$ cat src/rtl/core/mcuid_pkg.sv
// Types, codes and decode helpers for the instruction decoder.
// No dependencies; imported by every RTL module of the decoder.
package mcuid_pkg;

  typedef enum logic [2:0] {
    MODE_REG = 3'd0,
    MODE_IDX = 3'd1,
    MODE_SYM = 3'd2,
    MODE_ABS = 3'd3,
    MODE_IND = 3'd4,
    MODE_INC = 3'd5,
    MODE_IMM = 3'd6
  } mode_e;

  typedef enum logic [1:0] {
    FMT_DOUBLE = 2'd0,
    FMT_SINGLE = 2'd1,
    FMT_JUMP   = 2'd2
  } fmt_e;

  typedef enum logic [1:0] {
    KIND_ILL,
    KIND_SGL,
    KIND_JMP,
    KIND_DBL
  } kind_e;

  localparam logic [3:0] OP_RRC  = 4'd0;
  localparam logic [3:0] OP_SWPB = 4'd2;
  localparam logic [3:0] OP_RRA  = 4'd3;
  localparam logic [3:0] OP_SXT  = 4'd5;
  localparam logic [3:0] OP_PUSH = 4'd6;
  localparam logic [3:0] OP_CALL = 4'd8;
  localparam logic [3:0] OP_RETI = 4'd9;

  localparam logic [5:0] OP_JUMP_BASE   = 6'd10;
  localparam logic [5:0] OP_DOUBLE_BASE = 6'd18;

  localparam logic [3:0] TOP_SINGLE = 4'h1;
  localparam logic [3:0] TOP_JUMP0  = 4'h2;
  localparam logic [3:0] TOP_JUMP1  = 4'h3;
  localparam logic [3:0] TOP_MOV    = 4'h4;

  localparam logic [3:0] REG_PC = 4'd0;
  localparam logic [3:0] REG_SR = 4'd2;

  localparam logic [2:0] LEN_SHORT = 3'd2;

  // stage 1 -> stage 2
  typedef struct packed {
    kind_e      kind;
    mode_e      sm;
    mode_e      dm;
    logic       sop_ok;
    logic [3:0] sop;
    logic [5:0] op;
    logic       bop;
    logic       pc_dst;
  } s1_t;

  // stage 2 -> output stage
  typedef struct packed {
    logic       ill;
    fmt_e       fmt;
    logic [5:0] op;
    logic       bop;
    mode_e      sm;
    mode_e      dm;
    logic [2:0] len;
    logic       pc_dst;
  } s2_t;

  function automatic mode_e addr_mode(input logic [1:0] bits, input logic [3:0] rn);
    mode_e m;
    unique case (bits)
      2'b00: m = MODE_REG;
      2'b01: m = (rn == REG_PC) ? MODE_SYM : ((rn == REG_SR) ? MODE_ABS : MODE_IDX);
      2'b10: m = MODE_IND;
      default: m = (rn == REG_PC) ? MODE_IMM : MODE_INC;
    endcase
    return m;
  endfunction

  function automatic logic needs_word(input mode_e m);
    return (m == MODE_IDX) || (m == MODE_SYM) || (m == MODE_ABS) || (m == MODE_IMM);
  endfunction

  // {valid, op}
  function automatic logic [4:0] single_op(input logic [5:0] key);
    logic [4:0] r;
    unique case (key)
      6'd0:    r = {1'b1, 4'd0};
      6'd1:    r = {1'b1, 4'd1};
      6'd2:    r = {1'b1, 4'd2};
      6'd4:    r = {1'b1, 4'd3};
      6'd5:    r = {1'b1, 4'd4};
      6'd6:    r = {1'b1, 4'd5};
      6'd8:    r = {1'b1, 4'd6};
      6'd9:    r = {1'b1, 4'd7};
      6'd10:   r = {1'b1, 4'd8};
      6'd12:   r = {1'b1, 4'd9};
      default: r = {1'b0, 4'd0};
    endcase
    return r;
  endfunction

endpackage

$ cat src/rtl/core/mcuid_if.sv
// Valid/ready channel interfaces for the instruction decoder.
// No dependencies.
interface mcuid_in_if;
  logic        valid;
  logic        ready;
  logic [15:0] instruction_word;

  modport source (output valid, output instruction_word, input ready);
  modport sink   (input valid, input instruction_word, output ready);
endinterface

interface mcuid_out_if;
  logic       valid;
  logic       ready;
  logic       illegal;
  logic [1:0] format;
  logic [5:0] operation;
  logic       byte_op;
  logic [2:0] source_mode;
  logic [2:0] dest_mode;
  logic [2:0] length_bytes;
  logic [2:0] cycle_count;

  modport source (output valid, output illegal, output format, output operation,
                  output byte_op, output source_mode, output dest_mode,
                  output length_bytes, output cycle_count, input ready);
  modport sink   (input valid, input illegal, input format, input operation,
                  input byte_op, input source_mode, input dest_mode,
                  input length_bytes, input cycle_count, output ready);
endinterface

$ cat src/rtl/core/mcuid_timing.sv
// Execution cycle count lookup from format, operation and addressing modes.
// Depends on mcuid_pkg.
module mcuid_timing (
  input  mcuid_pkg::s2_t  dec_i,
  output logic [2:0]      cycles_o
);
  import mcuid_pkg::*;

  logic       dst_reg;
  logic [1:0] cls;
  logic [3:0] sop;

  assign dst_reg = (dec_i.dm == MODE_REG);
  assign sop     = dec_i.op[3:0];

  always_comb begin
    if (sop < OP_PUSH) begin
      cls = 2'd0;
    end else if (sop < OP_CALL) begin
      cls = 2'd1;
    end else begin
      cls = 2'd2;
    end
  end

  always_comb begin
    cycles_o = 3'd2;
    unique case (dec_i.fmt)
      FMT_JUMP: cycles_o = 3'd2;
      FMT_SINGLE: begin
        if (sop == OP_RETI) begin
          cycles_o = 3'd5;
        end else begin
          case (dec_i.sm)
            MODE_REG: cycles_o = (cls == 2'd0) ? 3'd1 : ((cls == 2'd1) ? 3'd3 : 3'd4);
            MODE_IND: cycles_o = (cls == 2'd0) ? 3'd3 : 3'd4;
            MODE_INC: cycles_o = (cls == 2'd0) ? 3'd3 : 3'd5;
            MODE_IMM: cycles_o = (cls == 2'd1) ? 3'd4 : 3'd5;
            default:  cycles_o = (cls == 2'd0) ? 3'd4 : 3'd5;
          endcase
        end
      end
      default: begin
        case (dec_i.sm)
          MODE_REG: cycles_o = dst_reg ? (dec_i.pc_dst ? 3'd2 : 3'd1) : 3'd4;
          MODE_IND: cycles_o = dst_reg ? 3'd2 : 3'd5;
          MODE_INC, MODE_IMM: cycles_o = dst_reg ? (dec_i.pc_dst ? 3'd3 : 3'd2) : 3'd5;
          default:  cycles_o = dst_reg ? 3'd3 : 3'd6;
        endcase
      end
    endcase
  end

endmodule

$ cat src/rtl/core/mcu_instruction_decoder_top.sv
// Instruction decoder top level: three-stage valid/ready pipeline.
// Depends on mcuid_pkg, mcuid_if and mcuid_timing.
//
// Takes one 16-bit instruction word per cycle unless stalled and returns its format, operation,
// byte flag, addressing modes, length in bytes and cycle count, or the illegal flag with all
// other fields zero. The result passes through three register stages, the first loaded at the
// input transfer edge: field and mode extraction, then legality and length, then the timing
// lookup into the output register. Sustained rate is one word per cycle; each stage holds while
// the stage after it is full and stalled, so the input is refused only when all three stages
// hold words and the output is not being taken.
module mcu_instruction_decoder_top (
  input  logic             clk_i,
  input  logic             rst_ni,
  mcuid_in_if.sink         in_i,
  mcuid_out_if.source      out_o
);
  import mcuid_pkg::*;

  logic v1_q, v2_q, v3_q;
  logic v1_d, v2_d, v3_d;
  logic adv1, adv2, adv3;

  s1_t s1_d, s1_q;
  s2_t s2_d, s2_q;

  logic        ill3_q;
  fmt_e        fmt3_q;
  logic [5:0]  op3_q;
  logic        bop3_q;
  mode_e       sm3_q, dm3_q;
  logic [2:0]  len3_q, cyc3_q;
  logic [2:0]  cyc;

  assign adv3 = !v3_q || out_o.ready;
  assign adv2 = !v2_q || adv3;
  assign adv1 = !v1_q || adv2;
  assign in_i.ready = adv1;

  assign v1_d = adv1 ? in_i.valid : v1_q;
  assign v2_d = adv2 ? v1_q : v2_q;
  assign v3_d = adv3 ? v2_q : v3_q;

  always_ff @(posedge clk_i or negedge rst_ni) begin
    if (!rst_ni) begin
      v1_q <= 1'b0;
      v2_q <= 1'b0;
      v3_q <= 1'b0;
    end else begin
      v1_q <= v1_d;
      v2_q <= v2_d;
      v3_q <= v3_d;
    end
  end

  // stage 1: class, modes, raw op numbers
  always_comb begin
    logic [15:0] w;
    logic [3:0]  top;
    logic [4:0]  sop;
    w   = in_i.instruction_word;
    top = w[15:12];
    sop = single_op(w[11:6]);
    s1_d.sop_ok = sop[4];
    s1_d.sop    = sop[3:0];
    s1_d.pc_dst = (w[3:0] == REG_PC);
    s1_d.bop    = w[6];
    s1_d.op     = OP_DOUBLE_BASE + {1'b0, (top - TOP_MOV), w[6]};
    s1_d.sm     = addr_mode(w[5:4], w[11:8]);
    s1_d.dm     = addr_mode({1'b0, w[7]}, w[3:0]);
    s1_d.kind   = KIND_DBL;
    unique case (top)
      4'h0: s1_d.kind = KIND_ILL;
      TOP_SINGLE: begin
        s1_d.kind = KIND_SGL;
        s1_d.sm   = addr_mode(w[5:4], w[3:0]);
        s1_d.dm   = s1_d.sm;
      end
      TOP_JUMP0, TOP_JUMP1: begin
        s1_d.kind = KIND_JMP;
        s1_d.sm   = MODE_REG;
        s1_d.dm   = MODE_REG;
        s1_d.bop  = 1'b0;
        s1_d.op   = OP_JUMP_BASE + {3'd0, top[0], w[11:10]};
      end
      default: s1_d.kind = KIND_DBL;
    endcase
  end

  always_ff @(posedge clk_i) begin
    if (adv1) begin
      s1_q <= s1_d;
    end
  end

  // stage 2: legality, final op, length
  always_comb begin
    logic imm_bad;
    imm_bad = (s1_q.sm == MODE_IMM) && ((s1_q.sop == OP_RRC) || (s1_q.sop == OP_SWPB) ||
                                        (s1_q.sop == OP_RRA) || (s1_q.sop == OP_SXT));
    s2_d.ill    = 1'b0;
    s2_d.fmt    = FMT_DOUBLE;
    s2_d.op     = s1_q.op;
    s2_d.bop    = s1_q.bop;
    s2_d.sm     = s1_q.sm;
    s2_d.dm     = s1_q.dm;
    s2_d.pc_dst = s1_q.pc_dst;
    s2_d.len    = LEN_SHORT + (needs_word(s1_q.sm) ? 3'd2 : 3'd0)
                  + (needs_word(s1_q.dm) ? 3'd2 : 3'd0);
    unique case (s1_q.kind)
      KIND_ILL: s2_d.ill = 1'b1;
      KIND_SGL: begin
        s2_d.ill = !s1_q.sop_ok || imm_bad;
        s2_d.fmt = FMT_SINGLE;
        s2_d.op  = {2'd0, s1_q.sop};
        s2_d.len = LEN_SHORT + (needs_word(s1_q.sm) ? 3'd2 : 3'd0);
      end
      KIND_JMP: begin
        s2_d.fmt = FMT_JUMP;
        s2_d.len = LEN_SHORT;
      end
      default: s2_d.fmt = FMT_DOUBLE;
    endcase
  end

  always_ff @(posedge clk_i) begin
    if (adv2) begin
      s2_q <= s2_d;
    end
  end

  // stage 3: timing lookup into the output register
  mcuid_timing u_timing (
    .dec_i    (s2_q),
    .cycles_o (cyc)
  );

  always_ff @(posedge clk_i) begin
    if (adv3) begin
      ill3_q <= s2_q.ill;
      fmt3_q <= s2_q.ill ? FMT_DOUBLE : s2_q.fmt;
      op3_q  <= s2_q.ill ? 6'd0 : s2_q.op;
      bop3_q <= s2_q.ill ? 1'b0 : s2_q.bop;
      sm3_q  <= s2_q.ill ? MODE_REG : s2_q.sm;
      dm3_q  <= s2_q.ill ? MODE_REG : s2_q.dm;
      len3_q <= s2_q.ill ? 3'd0 : s2_q.len;
      cyc3_q <= s2_q.ill ? 3'd0 : cyc;
    end
  end

  assign out_o.valid        = v3_q;
  assign out_o.illegal      = ill3_q;
  assign out_o.format       = fmt3_q;
  assign out_o.operation    = op3_q;
  assign out_o.byte_op      = bop3_q;
  assign out_o.source_mode  = sm3_q;
  assign out_o.dest_mode    = dm3_q;
  assign out_o.length_bytes = len3_q;
  assign out_o.cycle_count  = cyc3_q;

endmodule

$ cat src/flat_wrapper.sv
// flat-port wrapper written by rule: the top's interface ports become plain ports
module mcu_instruction_decoder_top_flat import mcuid_pkg::*;
  (clk_i, rst_ni, in_i_valid, in_i_instruction_word, in_i_ready, out_o_valid, out_o_illegal, out_o_format, out_o_operation, out_o_byte_op, out_o_source_mode, out_o_dest_mode, out_o_length_bytes, out_o_cycle_count, out_o_ready);
  mcuid_in_if in_i_i ();
  mcuid_out_if out_o_i ();
  input  logic clk_i;
  input  logic rst_ni;
  input wire logic [$bits(in_i_i.valid)-1:0] in_i_valid;
  input wire logic [$bits(in_i_i.instruction_word)-1:0] in_i_instruction_word;
  output wire logic [$bits(in_i_i.ready)-1:0] in_i_ready;
  output wire logic [$bits(out_o_i.valid)-1:0] out_o_valid;
  output wire logic [$bits(out_o_i.illegal)-1:0] out_o_illegal;
  output wire logic [$bits(out_o_i.format)-1:0] out_o_format;
  output wire logic [$bits(out_o_i.operation)-1:0] out_o_operation;
  output wire logic [$bits(out_o_i.byte_op)-1:0] out_o_byte_op;
  output wire logic [$bits(out_o_i.source_mode)-1:0] out_o_source_mode;
  output wire logic [$bits(out_o_i.dest_mode)-1:0] out_o_dest_mode;
  output wire logic [$bits(out_o_i.length_bytes)-1:0] out_o_length_bytes;
  output wire logic [$bits(out_o_i.cycle_count)-1:0] out_o_cycle_count;
  input wire logic [$bits(out_o_i.ready)-1:0] out_o_ready;
  assign in_i_i.valid = in_i_valid;
  assign in_i_i.instruction_word = in_i_instruction_word;
  assign in_i_ready = in_i_i.ready;
  assign out_o_valid = out_o_i.valid;
  assign out_o_illegal = out_o_i.illegal;
  assign out_o_format = out_o_i.format;
  assign out_o_operation = out_o_i.operation;
  assign out_o_byte_op = out_o_i.byte_op;
  assign out_o_source_mode = out_o_i.source_mode;
  assign out_o_dest_mode = out_o_i.dest_mode;
  assign out_o_length_bytes = out_o_i.length_bytes;
  assign out_o_cycle_count = out_o_i.cycle_count;
  assign out_o_i.ready = out_o_ready;
  mcu_instruction_decoder_top u_core (.clk_i(clk_i), .rst_ni(rst_ni), .in_i(in_i_i), .out_o(out_o_i));
endmodule
$ cat config.mk
export PLATFORM = sky130hd
export DESIGN_NAME = mcu_instruction_decoder_top_flat
export DESIGN_NICKNAME = d
export VERILOG_FILES = /design/src/rtl/core/mcuid_pkg.sv /design/src/rtl/core/mcuid_if.sv /design/src/rtl/core/mcuid_timing.sv /design/src/rtl/core/mcu_instruction_decoder_top.sv /design/src/flat_wrapper.sv
export SDC_FILE = /design/constraint.sdc
export NUM_CORES = 1
export LEC_CHECK = 0
export BUFFER_PORTS_ARGS = -buffer_cell sky130_fd_sc_hd__buf_4
export CAP_MARGIN = 20
export CORE_AREA = 10 10 90 92
export DETAILED_ROUTE_END_ITERATION = 8
export DIE_AREA = 0 0 100 102
export PLACE_DENSITY = 0.7
export RECOVER_POWER = 25
export SLEW_MARGIN = 10
export SYNTH_ARGS = -nofsm -noshare
export SYNTH_HDL_FRONTEND = slang
export SYNTH_HIERARCHICAL = 1
export SYNTH_SLANG_ARGS = --single-unit
export TNS_END_PERCENT = 20
$ cat constraint.sdc
create_clock -name clk_i -period 2.2 [get_ports clk_i]
set_input_delay 0.44 -clock clk_i [delete_from_list [all_inputs] [get_ports clk_i]]
set_output_delay 0.44 -clock clk_i [all_outputs]
set_load 0.005 [all_outputs]
==> metrics <==
warnings from Yosys 6; Total GRT Usage approximately 10%; via count 1,820; CTS Buf Count 9; Post-synth EDFFs 61; Synth Cell Area 3090 um2; Clk pwr share 33.6%; Fin. Hold Viols 0; DIE WIDTH 100 um; RSZ-0062 raised after global routing no; Setup CP Type reg -> reg; status finished, final reports clean; Sw Share roughly 22%; Hold Crit Class in -> reg; setup_tns 0 ns; pwr/cell area 849 nW/um2; Slew @ Worst Pin ~1.1 ns; slew margin rel. 26.3%; area grow syn2layout 18.3%; clock slew at reported path FFs 0.06 ns; VDD IR-drop max 341 uV; core area ~6300 um2; Startpoint Class flip-flop; I/O Buffers 42; Achievable Freq 0.578 GHz; largest net degree at the start of global routing 23; period utilisation layout 78.7%; Hold Worst Slack 0.303 ns; filler cell count 552; Antenna Cells 0; most common cell after layout, fill and taps aside edfxtp_1; LEAKAGE 1.46 nW; RR Startpoint u_core/out_o.valid; worst setup margin 0.469 ns; Post-Place Setup Slack 0.411 ns; Worst EP arrival 1.67 ns; Yosys top cell by area edfxtp_1; total power approximately 0.0031 W; crit path max fanout 22; initial antenna violation count 0; synth unique cells 51; Root Driver clkbuf_8; synthesized area per cell between 10 and 15 um2; I/O Pins 44; Seq/Total Area, Yosys roughly 60%; post-route minimum period between 1.5 and 2 ns; row cnt 29; Detailed Route WL 4990 um; Min-Delay Path Depth 2; post-detail-place hpwl 3770 um; Reg2Reg Setup Slack 0.47 ns; final core area utilization 58.2%; share of cells above drive strength 1 25.5%; die height just over 100 um; total global routing overflow 0; Cells after Synth between 200 and 250; Seq pwr share 52.5%; Synth top area share 59.3%; die area about 10,000 um2; CP Data Required Time 2.14 ns; first-pass detailed-route iteration total 4; Hold Crit Start in_i_valid; CP endpoint kind flip-flop; DRC errors left 0; most frequent cells in the layout 61 x edfxtp_1, 38 x buf_4, 24 x nor2b_1; global-route wire length before repair a little over 8000 um; main area contributors after synthesis edfxtp_1 59%, ha_1 6.9%, nor2b_1 4.9%, mux2_2 2.6%, dfrtp_1 2.4%; Worst R2R End u_core/s1_q[15]; hold-critical path endpoint u_core/v1_q; Synth Net Count 261; initial core utilization 49.2%; vias in the first global route 1,881; Seq cells post-synth 64; Routed Antenna Nets 0; initial drt markers 56; Internal 0.00240 W; final-stage net count 310; H-tree Lvls 3; clock latency at the later pin of the worst-skew pair between 0.3 and 0.4 ns; Placer Congestion 0.844; Comb pwr share 13.9%; Max Cap Viol 0; Clock Path Buffers 2; post-CTS resize count 0; Switch Pwr 0.000698 W; max-slew violations 0; wire length per cell 14.1 um; CTS tree built; Via-to-Cell Ratio 5.13; Worst Reg-to-Reg Cells 2; ys flop type edfxtp_1; number of setup violations in the final report 0; Clock Sinks 64; post-synthesis async set-or-reset flop share 4.69%; Setup Skew between 0.009 and 0.01 ns
## worst max-delay path by stage
| stage | start | end |
|---|---|---|
| floorplan | out_o_ready | u_core/s1_q[0] |
| global placement | in_i_instruction_word[12] | u_core/s1_q[4] |
| detailed placement | in_i_instruction_word[12] | u_core/s1_q[2] |
| CTS | u_core/s2_q[7] | u_core/out_o.cycle_count[1] |
| global route | u_core/out_o.valid | u_core/out_o.source_mode[2] |
| finish | u_core/out_o.valid | u_core/s1_q[15] |
## metrics by stage
stage / cell area [um2] / std cells
final: 3650 / 355
after global routing: 3650 / 355
after CTS: 3690 / 355
after detailed placement: 3470 / 338
after global placement: 3470 / 338
after floorplan: 3090 / 224
## cell usage after synthesis, types with 2 or more instances
master,number
nor3_1,2
nor2b_1,24
o21ai_0,2
clkbuf_1,3
nor3b_1,2
a21oi_1,8
inv_1,14
a31oi_1,3
a21o_1,2
mux2_2,7
xnor2_1,2
edfxtp_1,61
dfrtp_1,3
nand2b_1,8
o311ai_0,3
buf_6,3
nand2_1,10
nand3b_1,2
and2_1,2
ha_1,17
mux2i_1,4
nor4_1,2
o22ai_1,3
a2111oi_2,2
nor2_1,8
o41ai_1,2
## worst max-delay path, stage by stage, from the launching register on
cell      delay (ns)
dfrtp_1         0.41
nand4b_1        0.14
clkbuf_1        0.80
## routing by layer
metal | up-vias | share of wire, % | GRT usage [%]
met4 | 0 | 1.6 | 7.39
li1 | 918 | - | -
met2 | 50 | 50 | 17.2
met5 | - | 0 | 0
met1 | 845 | 41 | 10.2
met3 | 7 | 7.0 | 3.17
## cell type report
cell class                 count  area (um2)  area share, %
multi-input combinational    138        1060           29.1
timing repair buffer          46         322           8.80
clock inverter                 6        83.8           2.29
tap                           77        96.3           2.64
clock buffer                  10         128           3.49
inverter                      14        52.6           1.44
sequential                    64        1910           52.2
## power by group through the flow
stage                     Clock, W  Sequential, W  Combinational, W
after global routing       0.00113        0.00165          0.000487
after detailed placement         0        0.00165          0.000446
after global placement           0        0.00165          0.000437
after CTS                  0.00108        0.00163          0.000450
after floorplan                  0        0.00163          0.000269
final                      0.00104        0.00163          0.000433
## registers in the layout (all words and copies together), names as in the netlist
signal and count:
u_core/s1_q 21, u_core/s2_q 19, u_core/out_o.operation 6, u_core/out_o.cycle_count 3, u_core/out_o.dest_mode 3, u_core/out_o.source_mode 3, u_core/out_o.format 2, u_core/out_o.length_bytes 2
u_core/out_o.byte_op 1, u_core/out_o.illegal 1, u_core/out_o.valid 1, u_core/v1_q 1, u_core/v2_q 1
## kinds of logic after synthesis
logic type	after synthesis	synth area share [%]
XOR/XNOR	3	0.851
other	1	0.121
flip-flops	64	61.7
AND/OR/NAND/NOR	69	13.4
buffers and inverters	22	3.56
multiplexers	11	3.85
adder cells (fa/ha/maj)	18	7.21
AO/OA/AOI/OAI	36	9.32
## timing repair
item | 4_1_cts | 5_1_grt
setup buffers | 0 | 0
hold buffers | 1 | 0
hold endpoints to repair | 3 | 0
(Power assumes the default switching activity.)
